**src/rtl/core/srv_sqrt_cell.sv**
```systemverilog
// one step of a digit-by-digit integer square root, with a carried payload
// standalone cell, chained by the top level
`default_nettype none

module srv_sqrt_cell #(
	parameter int W    = 52,
	parameter int STEP = 0,
	parameter int PW   = 1
) (
	input  logic          clk,
	input  logic          arst_n,
	input  logic          en,
	input  logic          cur_valid,
	input  logic [W-1:0]  cur_rem,
	input  logic [W-1:0]  cur_root,
	input  logic [PW-1:0] cur_pay,
	output logic          nxt_valid,
	output logic [W-1:0]  nxt_rem,
	output logic [W-1:0]  nxt_root,
	output logic [PW-1:0] nxt_pay
);

	localparam logic [W-1:0] BIT = {{(W-1){1'b0}}, 1'b1} << (W - 2 - 2 * STEP);

	logic          valid_q;
	logic [W-1:0]  rem_q;
	logic [W-1:0]  root_q;
	logic [PW-1:0] pay_q;
	logic [W-1:0]  trial;
	logic          take;

	always_comb begin
		trial = cur_root + BIT;
		take  = cur_rem >= trial;
	end

	always_ff @(posedge clk or negedge arst_n) begin
		if (!arst_n) begin
			valid_q <= 1'b0;
		end else if (en) begin
			valid_q <= cur_valid;
		end
	end

	always_ff @(posedge clk) begin
		if (en) begin
			rem_q  <= take ? cur_rem - trial : cur_rem;
			root_q <= take ? (cur_root >> 1) + BIT : cur_root >> 1;
			pay_q  <= cur_pay;
		end
	end

	assign nxt_valid = valid_q;
	assign nxt_rem   = rem_q;
	assign nxt_root  = root_q;
	assign nxt_pay   = pay_q;

endmodule

`default_nettype wire

```
**config.mk**
```make
export PLATFORM = sky130hd
export DESIGN_NAME = srv_sqrt_cell
export DESIGN_NICKNAME = d
export VERILOG_FILES = /design/src/rtl/core/srv_sqrt_cell.sv
export SDC_FILE = /design/constraint.sdc
export NUM_CORES = 1
export LEC_CHECK = 0
export ABC_AREA = 1
export BUFFER_PORTS_ARGS = -buffer_cell sky130_fd_sc_hd__buf_2
export CAP_MARGIN = 40
export CORE_ASPECT_RATIO = 0.7
export CORE_MARGIN = 4
export CORE_UTILIZATION = 29
export CTS_BUF_LIST = sky130_fd_sc_hd__clkbuf_2
export CTS_CLUSTER_SIZE = 20
export DETAILED_ROUTE_END_ITERATION = 8
export HOLD_SLACK_MARGIN = 0.1
export SYNTH_ARGS = -nofsm -noshare
export SYNTH_HDL_FRONTEND = slang
export SYNTH_SLANG_ARGS = --single-unit
```
**constraint.sdc**
```tcl
create_clock -name clk -period 0.8 [get_ports clk]
set_input_delay 0 -clock clk [delete_from_list [all_inputs] [get_ports clk]]
set_output_delay 0 -clock clk [all_outputs]
set_load 0.005 [all_outputs]
```
==> summary.md, run 1 <==
| Metric | Value |
|---|---|
| Top cells by count, synth | `503 x nand2_1, 311 x inv_1, 105 x edfxtp_1` |
| H-Tree Depth | `3` |
| Number of flops mapped to enable cells by yosys | `105` |
| Post-Syn Instances | `1310` |
| Worst setup SP type | `register` |
| Most common cell in the netlist | `nand2_1` |
| Crit Path Class | `reg2out` |
| Final setup viols | `161` |
| Share of layout cells above drive strength 1 | `52.2%` |
| Die span in y | `154 microns` |
| Clk_skew | `0 ns` |
| Seq/Total Area, Yosys | `35.9%` |
| Outcome | `finished with violations` |
| Vias | `10800` |
| Drt initial violations | `638` |
| Filler cells | `2713` |
| Routed wire length | `40.5 mm` |
| CP Max Fanout | `1` |
| Worst Setup End Kind | `output pin` |
| Cts bufs inserted | `9` |
| Port buffer count | `214` |
| Crit-path cells | `buf_2` |
| Routed Antenna Nets | `0` |
| Die area | `33500 sq um` |
| Syn nets | `1472` |
| Final worst path period share | `174%` |
| Share of the synthesized area in the top cell type | `35.6%` |
| Final setup TNS | `-77.12 ns` |
| Slew @ Worst Pin | `0.454 ns` |
| Root Buffer | `clkbuf_2` |
| Worst skew pair latency | `0.73 ns` |
| Ys flop type | `edfxtp_1` |
| Remaining routing DRC violations | `0` |
| Clk slew on worst S/H paths | `0.32 ns` |
| Worst vdd ir | `1320 uV` |
| CP required | `0.80 ns` |
| Final Net Count | `2155` |
| Grt ovf | `0` |
| CTS tree | `yes` |
| Row count | `53` |
| DP Worst Slack | `-1.45 ns` |
| Hold slack final | `-0.617 ns` |
| Drt first pass iters | `5` |
| Synth Register Bits | `106` |
| Max stage delay on crit path | `0.48 ns` |
| Failing checks | `negative hold slack, negative setup slack` |
| Longest Clk Path Bufs | `2` |
| RSZ-0062 raised after global routing | `true` |
| Ports | `215` |
| Total GRT Usage | `23.1%` |
| Fmax | `0.717 GHz` |
| Power Dens Cells | `1280 nW/um^2` |
| Core area | `30000 sq um` |
| Cell family with most CP delay | `flip-flops` |
| Post-synth top area cell | `edfxtp_1` |
| Worst Path Arrival | `1.39 ns` |
| Total power | `22.3 mW` |
| Avg Synthesized Cell Area | `6.76 sq um` |
| Synth-to-Final Area Change | `97.0%` |
| DPL Wire Length | `28.6 mm` |
| Post-route setup slack | `-0.594 ns` |
| Worst hold path class | `in2reg` |
| Top post-synthesis cells by area | `edfxtp_1 36%, nand2_1 21%, inv_1 13%` |
| Number of global-route vias before repair | `10700` |
| Netlist cell types | `37` |
| Post-DR wirelength/cell | `16.8 microns` |
| Leak | `8.79 nW` |
| FFs w/ async S/R, synth | `0.943%` |
| Max_cap viols | `0` |
| Max Transition Viols Final | `0` |
| Slowest cell on crit path | `edfxtp_1` |
| DR vias/cell | `4.48` |
| First-pass GRT wire length | `59.4 mm` |
| Placer Congestion | `0.927` |
| YS warnings | `0` |
| Die span in x | `217 microns` |
| Initial Utilization | `29.5%` |
| Synth Cell Area | `8860 sq um` |
| Initial antenna violation count | `1` |
| Antenna diodes | `0` |
| Max-slew headroom | `69.7%` |
| Largest net degree at the start of global routing | `25` |
| Min cycle time layout | `1.39 ns` |
| WP buf/inv | `1` |
| Clock sink count | `106` |
| Endpoints failing hold | `35` |
-- kinds of logic after synthesis --
family	count (synthesis)	share of synthesized area (%)
AO/OA/AOI/OAI	70	5.07
XOR/XNOR	29	2.87
adder cells (fa/ha/maj)	53	7.57
buffers and inverters	336	14.8
flip-flops	106	35.9
multiplexers	1	0.127
AND/OR/NAND/NOR	715	33.7
-- sequential cells by signal, summed over array words and instances (netlist names) --
register,count
nxt_root,52
nxt_pay,1
nxt_valid,1
nxt_rem,52
-- metal layers --
layer	global-route usage, %	up-vias	routed length, microns	share of wire [%]
met5	0	-	8	0.020
met4	3.51	2	547	1.3
met3	6.30	33	3040	7.5
met2	34.9	320	17400	43
met1	33.9	5066	19500	48
li1	-	5383	-	-
-- path summary, 6_finish.rpt --
check | slack [ns] | end | startpoint | cells after the start
max | -0.59 | nxt_rem[48] | nxt_rem[48] | 1
min | -0.62 | nxt_root[39] | cur_root[40] | 1
max reg2reg | 0.04 | nxt_valid | nxt_valid | 1
min reg2reg | 0.56 | nxt_valid | nxt_valid | 1
max in group asynchronous | 0.10 | nxt_valid | arst_n | 4
min in group asynchronous | 0.60 | nxt_valid | arst_n | 4
-- cell usage in the layout (no fill, tap or decap), drive strengths merged --
cell         netlist  layout
buf                8     513
nand2            504     504
inv              321     323
dlygate4sd3        0     173
edfxtp           105     105
nor2              92      92
nand3             57      57
ha                52      52
nand4             35      35
o21ai             32      32
a21oi             30      30
xor2              27      27
nand3b            15      15
clkbuf             6      10
nor3               7       7
o21bai             5       5
and2               3       3
o21a               2       2
bufinv             0       2
xnor2              2       2
clkinv             1       2
nor4               1       1
mux2               1       1
or2                1       1
a21o               1       1
fa                 1       1
clkinvlp           0       1
dfrtp              1       1
-- power by group --
group | internal (mW) | leakage [nW] | switching (mW) | total, mW
logic | 5.96 | 7.67 | 6.11 | 12.1
clock network | 1.05 | 0.0802 | 2.10 | 3.16
registers | 6.93 | 1.04 | 0.167 | 7.10
-- timing repair --
item,CTS,global route
pin swaps,39,154
hold buffers,172,4
endpoints found under the setup margin,160,164
gates resized for setup,201,474
cloned,11,0
setup buffers,26,35
endpoints found under the hold margin,212,40
-- per-stage QoR --
step / cell area, sq um / cells / utilization, %
floorplan: 9070 / 1310 / -
global placement: 12400 / 2162 / 41.4
detailed placement: 12400 / 2162 / 41.4
CTS: 15700 / 2386 / 52.3
global route: 17500 / 2410 / 58.1
finish: 17500 / 2410 / 58.1
-- layout make-up --
| type | count | area, sq um | area share [%] |
|---|---|---|---|
| clock buffers | 10 | 50.0 | 0.287 |
| clock inverters | 6 | 88.8 | 0.509 |
| multi-input cells | 868 | 6710 | 38.4 |
| repair buffers | 686 | 5690 | 32.6 |
| flip-flops and latches | 106 | 3180 | 18.2 |
| well taps | 412 | 515 | 2.95 |
| inverters | 322 | 1230 | 7.03 |
(Power assumes the default switching activity.)
==> run 2: changes to the inputs <==
--- a/config.mk
+++ b/config.mk
@@ -15,6 +15,7 @@
 export CTS_CLUSTER_SIZE = 20
 export DETAILED_ROUTE_END_ITERATION = 8
 export HOLD_SLACK_MARGIN = 0.1
+export SKIP_CTS_REPAIR_TIMING = 1
 export SYNTH_ARGS = -nofsm -noshare
 export SYNTH_HDL_FRONTEND = slang
 export SYNTH_SLANG_ARGS = --single-unit
==> run 2 against run 1 <==
Net effect:
- the run still ends with negative hold slack, negative setup slack left
- die area did not move
- register-to-register slack hardly changed
- maximum frequency is 3.4% lower
- flip-flop and latch count unchanged
- clock skew stayed put
- critical path type is now in2reg
- critical endpoint is now nxt_rem[15]
==> summary.md, run 2 (synthesis gave the netlist of run 1 again) <==
| Metric | Value |
|---|---|
| Worst skew pair latency | `0.72 ns (was 0.73 ns)` |
| Largest net degree at the start of global routing | `39 (was 25)` |
| Post-route setup slack | `-0.644 ns (was -0.594 ns)` |
| Clk_skew | `0 ns (unchanged)` |
| Layout Cells excl Fill | `2331 (was 2410)` |
| Synth-to-Final Area Change | `73.7% (was 97.0%)` |
| RSZ-0062 raised after global routing | `true (unchanged)` |
| Ports | `215 (unchanged)` |
| First-pass GRT wire length | `51.4 mm (was 59.4 mm)` |
| Max_cap viols | `0 (unchanged)` |
| Remaining routing DRC violations | `0 (unchanged)` |
| Die span in y | `154 microns (unchanged)` |
| Slew @ Worst Pin | `0.443 ns (was 0.454 ns)` |
| Worst hold path class | `in2reg (unchanged)` |
| Final setup viols | `161 (unchanged)` |
| Initial antenna violation count | `1 (unchanged)` |
| Failing checks | `negative hold slack, negative setup slack (unchanged)` |
| Worst setup SP type | `input port (was register)` |
| Endpoints failing hold | `55 (was 35)` |
| Initial Utilization | `29.5% (unchanged)` |
| Final Net Count | `2076 (was 2155)` |
| Hold slack final | `-0.606 ns (was -0.617 ns)` |
| Max Transition Viols Final | `0 (unchanged)` |
| Longest Clk Path Bufs | `2 (unchanged)` |
| Row count | `53 (unchanged)` |
| Worst R2R Setup Slack | `0.03 ns (was 0.04 ns)` |
| Total GRT Usage | `19.9% (was 23.1%)` |
| Worst vdd ir | `946 uV (was 1320 uV)` |
| Vias | `10300 (was 10800)` |
| CTS tree | `yes (unchanged)` |
| Core area | `30000 sq um (unchanged)` |
| Worst Path Arrival | `2.09 ns (was 1.39 ns)` |
| Number of global-route vias before repair | `9246 (was 10700)` |
| Grt ovf | `0 (unchanged)` |
| Post-DR wirelength/cell | `16.4 microns (was 16.8 microns)` |
| Commonest non-fill, non-tap cell in the layout | `nand2_1 (unchanged)` |
| CP Max Fanout | `8 (was 1)` |
| Most frequent cells in the layout | `402 x nand2_1, 298 x inv_1, 230 x buf_4 (was 287 x nand2_1, 254 x buf_4, 240 x inv_1)` |
| Die span in x | `217 microns (unchanged)` |
| Root Buffer | `clkbuf_2 (unchanged)` |
| Drt initial violations | `647 (was 638)` |
| Routed Antenna Nets | `0 (unchanged)` |
| Routed wire length | `38.1 mm (was 40.5 mm)` |
| Cts bufs inserted | `9 (unchanged)` |
| Final setup TNS | `-84.18 ns (was -77.12 ns)` |
| CP required | `1.45 ns (was 0.80 ns)` |
| DPL Wire Length | `28.6 mm (unchanged)` |
| Placed Instances | `2162 (unchanged)` |
| Filler cells | `3005 (was 2713)` |
| Die area | `33500 sq um (unchanged)` |
| Clk slew on worst S/H paths | `0.32 ns (about the same)` |
| Final worst path period share | `180% (was 174%)` |
| Port buffer count | `214 (unchanged)` |
| DR vias/cell | `4.42 (was 4.48)` |
| Placer Congestion | `0.927 (unchanged)` |
| Max-slew headroom | `70.5% (was 69.7%)` |
| Power Dens Cells | `1330 nW/um^2 (was 1280 nW/um^2)` |
| H-Tree Depth | `3 (unchanged)` |
| Antenna diodes | `0 (unchanged)` |
| FF/Latch Area | `3180 sq um (unchanged)` |
| Fmax | `0.693 GHz (was 0.717 GHz)` |
| Clock sink count | `106 (unchanged)` |
| Crit Path Class | `in2reg (was reg2out)` |
| Worst Setup End Kind | `register (was output pin)` |
| DP Worst Slack | `-1.45 ns (unchanged)` |
| Area of the multi-input gates | `5660 sq um (was 6710 sq um)` |
| Min cycle time layout | `1.44 ns (was 1.39 ns)` |
| Total power | `20.4 mW (was 22.3 mW)` |
| Drt first pass iters | `6 (was 5)` |
| Leak | `8.05 nW (was 8.79 nW)` |
| Outcome | `finished with violations (unchanged)` |
| Share of layout cells above drive strength 1 | `40.4% (was 52.2%)` |
[run 2: cell types whose count changed in the layout (fill, tap and decap cells not counted), moves of 12 or more]
cell / previous run / this run
buf_2: 184 / 211
buf_4: 254 / 230
buf_6: 43 / 16
dlygate4sd3_1: 173 / 128
ha_1: 4 / 17
ha_4: 48 / 34
inv_1: 240 / 298
inv_2: 75 / 24
nand2_1: 287 / 402
nand2_2: 154 / 81
nand2_4: 63 / 21
nor2_1: 35 / 47
nor2_4: 32 / 17
[run 2: worst paths after layout]
kind                                   start           end  cells after the start
worst min-delay path            cur_root[40]  nxt_root[39]                      1
min in group asynchronous             arst_n     nxt_valid                      4
worst max-delay path            cur_root[50]   nxt_rem[15]                     14
max in group asynchronous             arst_n     nxt_valid                      4
worst min register to register     nxt_valid     nxt_valid                      1
worst max register to register     nxt_valid     nxt_valid                      1
[run 2: per-stage QoR]
stage | util, % | instance area (sq um)
6_report | 51.2 | 15400
5_1_grt | 51.2 | 15400
4_1_cts | 41.9 | 12600
3_5_place_dp | 41.4 | 12400
3_3_place_gp | 41.4 | 12400
2_1_floorplan | - | 9070
[run 2: power by group]
part           internal (mW)  switching (mW)
combinational           4.89            5.31
sequential              6.93           0.161
clock                   1.05            2.10
[run 2: layout make-up]
class / instances / share of cell area, %
Multi-Input combinational cell: 868 / 36.8
Timing Repair Buffer: 607 / 30.5
Sequential cell: 106 / 20.6
Inverter: 322 / 7.85
Tap cell: 412 / 3.35
Clock inverter: 6 / 0.577
Clock buffer: 10 / 0.325
[run 2: critical path, cell delays in order]
cell and delay [ns]:
buf_8 0.10, xnor2_2 0.12, ha_1 0.35, nand2_2 0.12, buf_6 0.11, o21ai_4 0.05, a21oi_2 0.15, nand2_2 0.09
a21oi_4 0.15, nand3_4 0.20, buf_8 0.22, clkbuf_16 0.17, buf_6 0.12, o21ai_2 0.11
[run 2: metal layers]
metal | GRT usage (%) | vias up | share of wire, %
met1 | 30.9 | 4765 | 51
li1 | - | 5218 | -
met5 | 0 | - | 0.031
met4 | 2.88 | 2 | 0.70
met3 | 5.32 | 20 | 7.4
met2 | 28.2 | 290 | 40
==> run 3: changes to the inputs <==
--- a/config.mk
+++ b/config.mk
@@ -5,7 +5,6 @@
 export SDC_FILE = /design/constraint.sdc
 export NUM_CORES = 1
 export LEC_CHECK = 0
-export ABC_AREA = 1
 export BUFFER_PORTS_ARGS = -buffer_cell sky130_fd_sc_hd__buf_2
 export CAP_MARGIN = 40
 export CORE_ASPECT_RATIO = 0.7
==> constraint.sdc (replaced) <==
create_clock -name clk -period 1.7 [get_ports clk]
set_input_delay 0 -clock clk [delete_from_list [all_inputs] [get_ports clk]]
set_output_delay 0 -clock clk [all_outputs]
set_load 0.005 [all_outputs]
==> run 3 against run 2 <==
Net effect:
- the run still ends with negative hold slack, negative setup slack left
- sequential power shrank 53%
- clock-buffer cell count is the same
- non-clock buffer count shrank 20
- critical endpoint is now nxt_rem[45]
- largest power group unchanged
==> summary.md, run 3 <==
| Metric | Value |
|---|---|
| YS warnings | `0 (unchanged)` |
| Final core utilization | `54.5% (was 51.2%)` |
| Clock sink count | `106 (unchanged)` |
| Drt initial violations | `366 (was 647)` |
| Grt ovf | `0 (unchanged)` |
| Die span in y | `140 microns (was 154 microns)` |
| Die span in x | `197 microns (was 217 microns)` |
| Initial Utilization | `30.0% (was 29.5%)` |
| Worst setup SP type | `input port (unchanged)` |
| Core area | `24100 sq um (was 30000 sq um)` |
| Worst R2R Setup Slack | `0.39 ns (was 0.03 ns)` |
| DPL Wire Length | `19.4 mm (was 28.6 mm)` |
| Power Dens Cells | `677 nW/um^2 (was 1330 nW/um^2)` |
| Avg Synthesized Cell Area | `9.86 sq um (was 6.76 sq um)` |
| Last element of the critical path | `nxt_rem[45] (was nxt_rem[15])` |
| Filler cells | `2144 (was 3005)` |
| Worst hold path class | `in2reg (unchanged)` |
| CTS tree | `yes (unchanged)` |
| Placed Instances | `1444 (was 2162)` |
| DR vias/cell | `4.76 (was 4.42)` |
| Vias | `7701 (was 10300)` |
| Routed wire length | `27.6 mm (was 38.1 mm)` |
| Max-slew headroom | `71.9% (was 70.5%)` |
| Initial antenna violation count | `1 (unchanged)` |
| DP Worst Slack | `-1.19 ns (was -1.45 ns)` |
| RSZ-0062 raised after global routing | `true (unchanged)` |
| Netlist cell types | `61 (was 37)` |
| Clk slew on worst S/H paths | `0.35 ns (was 0.32 ns)` |
| Number of flops mapped to enable cells by yosys | `105 (unchanged)` |
| Final Net Count | `1457 (was 2076)` |
| Largest net degree at the start of global routing | `60 (was 39)` |
| Worst Path Arrival | `2.57 ns (was 2.09 ns)` |
| Hold slack final | `-0.543 ns (was -0.606 ns)` |
| Commonest non-fill, non-tap cell in the layout | `buf_4 (was nand2_1)` |
| CP required | `2.24 ns (was 1.45 ns)` |
| Worst vdd ir | `396 uV (was 946 uV)` |
| Fmax | `0.493 GHz` |
| Reg2Reg Depth | `2 (was 1)` |
| Synth Register Bits | `106 (unchanged)` |
| Top cells by count, synth | `105 x edfxtp_1, 71 x nor2_1, 62 x inv_1 (was 503 x nand2_1, 311 x inv_1, 105 x edfxtp_1)` |
| Slew @ Worst Pin | `0.419 ns (was 0.443 ns)` |
| Placed Area | `10400 sq um (was 12400 sq um)` |
| FF-to-FF End | `nxt_valid (unchanged)` |
| Synth Cell Area | `7210 sq um (was 8860 sq um)` |
| Final instance area | `13100 sq um (was 15400 sq um)` |
| First-pass GRT wire length | `37.4 mm (was 51.4 mm)` |
| Met1 WL | `12.9 mm (was 19.6 mm)` |
| Seq/Total Area, Yosys | `44.1% (was 35.9%)` |
| Cts bufs inserted | `9 (unchanged)` |
| Clk_skew | `0 ns (unchanged)` |
| Port buffer count | `214 (unchanged)` |
| Top sig layer | `met5 (unchanged)` |
| Min cycle time layout | `2.03 ns` |
| Final setup viols | `53 (was 161)` |
| Remaining routing DRC violations | `0 (unchanged)` |
| Syn nets | `894 (was 1472)` |
| Share of layout cells above drive strength 1 | `51.2% (was 40.4%)` |
| Post-Syn Instances | `732 (was 1310)` |
| CP Max Fanout | `5 (was 8)` |
| Final worst path period share | `119%` |
| Row count | `47 (was 53)` |
| Post-synth top area cell | `edfxtp_1 (unchanged)` |
| Post-route setup slack | `-0.329 ns (was -0.644 ns)` |
| Max Transition Viols Final | `0 (unchanged)` |
| Longest Clk Path Bufs | `2 (unchanged)` |
| FFs w/ async S/R, synth | `0.943% (unchanged)` |
| Worst skew pair latency | `0.65 ns (was 0.72 ns)` |
| Ports | `215 (unchanged)` |
| Die area | `27500 sq um (was 33500 sq um)` |
| Total power | `8.87 mW (was 20.4 mW)` |
| Post-DR wirelength/cell | `17.1 microns (was 16.4 microns)` |
| Number of global-route vias before repair | `6869 (was 9246)` |
| Synth-to-Final Area Change | `81.5% (was 73.7%)` |
| Wire length on met2 | `12.6 mm (was 15.4 mm)` |
| Max_cap viols | `0 (unchanged)` |
| Endpoints failing hold | `44 (was 55)` |
| H-Tree Depth | `3 (unchanged)` |
| R2R Path Start | `nxt_valid (unchanged)` |
| Ys flop type | `edfxtp_1 (unchanged)` |
| Drt first pass iters | `5 (was 6)` |
| Worst Setup End Kind | `register (unchanged)` |
| Failing checks | `negative hold slack, negative setup slack (unchanged)` |
| Most frequent cells in the layout | `225 x buf_4, 196 x buf_2, 126 x dlygate4sd3_1 (was 402 x nand2_1, 298 x inv_1, 230 x buf_4)` |
| Share of the synthesized area in the top cell type | `43.7% (was 35.6%)` |
| Leak | `5.82 nW (was 8.05 nW)` |
| Routed length on met3 | `1.90 mm (was 2.83 mm)` |
| Top post-synthesis cells by area | `edfxtp_1 44%, ha_1 9.0%, a21oi_1 4.1% (was edfxtp_1 36%, nand2_1 21%, inv_1 13%)` |
| Outcome | `finished with violations (unchanged)` |
| Root Buffer | `clkbuf_2 (unchanged)` |
| Placer Congestion | `0.871 (was 0.927)` |
| Layout Cells excl Fill | `1619 (was 2331)` |
| Total GRT Usage | `17.1% (was 19.9%)` |
| Most common cell in the netlist | `edfxtp_1 (was nand2_1)` |
| Routed Antenna Nets | `0 (unchanged)` |
| Crit Path Class | `in2reg (unchanged)` |
| CP startpoint | `cur_root[16] (was cur_root[50])` |
## run 3: cell types whose count changed in the layout (fill, tap and decap cells not counted), sizes merged, moves of 8 or more
cell / previous run / this run
nand4: 35 / 19
o21bai: 5 / 17
a21o: 1 / 31
nor2: 92 / 71
xor2: 27 / 15
nand3: 57 / 11
nand3b: 15 / 0
buf: 473 / 453
a21oi: 30 / 89
xnor2: 2 / 28
a31oi: 0 / 8
inv: 323 / 64
nand2: 504 / 49
## run 3: worst min-delay path by stage
stage                       from      endpoint  slack (ns)  depth (start not counted)
floorplan                 arst_n     nxt_valid       -0.30                          0
global placement          arst_n     nxt_valid       -0.23                          1
detailed placement        arst_n     nxt_valid       -0.22                          1
CTS                       arst_n     nxt_valid       -1.06                          1
global route        cur_root[46]  nxt_root[45]       -0.65                          1
finish              cur_root[20]  nxt_root[19]       -0.54                          1
## run 3: area by class of cell
class | count | area (sq um) | share of cell area [%]
timing repair buffer | 587 | 4590 | 35.1
tap | 318 | 398 | 3.04
sequential | 106 | 3180 | 24.3
inverter | 63 | 264 | 2.02
clock inverter | 6 | 42.5 | 0.325
multi-input combinational | 528 | 4570 | 34.9
clock buffer | 10 | 50.0 | 0.382
antenna | 1 | 2.50 | 0.0191
## run 3: worst max-delay path, cell delays in order
cell	delay, ns
buf_8	0.10
inv_4	0.05
ha_4	0.20
a21o_1	0.17
o21bai_4	0.18
or3_4	0.38
a311o_1	0.38
a21oi_2	0.18
buf_4	0.16
nor3_4	0.06
o2111a_1	0.27
o211a_1	0.24
a211oi_2	0.21
## run 3: metrics by stage
stage,TNS [ns],hold WS [ns]
after floorplan,-33.85,-0.296
after global placement,-50.91,-0.225
after detailed placement,-52.59,-0.221
after CTS,-8.33,-1.06
after global routing,-10.52,-0.648
final,-10.15,-0.543
## run 3: routing by layer
layer  GRT usage [%]  up-vias
li1                -     3799
met4            3.20        2
met5               0        -
met2            25.8      205
met3            4.85       17
met1            24.6     3678
## run 3: kinds of logic (layout without fill, tap and decap cells)
group	count (synthesis)	after routing	share of synthesized area, %
AOI/OAI and AO/OA	234	234	22.4
and+or+nand+nor	196	197	12.7
DFF	106	106	44.1
buffers and inverters	99	666	6.17
adders and majority gates	53	53	9.30
xor gates and xnor gates	43	43	5.22
muxes	1	1	0.156
other	0	1	0
## run 3: power breakdown
part / leakage (nW) / switching (mW) / total, mW / internal [mW]
Sequential: 1.04 / 0.0824 / 3.34 / 3.26
Clock: 0.0583 / 0.960 / 1.16 / 0.201
Combinational: 4.72 / 2.08 / 4.37 / 2.29
Total: 5.82 / 3.12 / 8.87 / 5.75
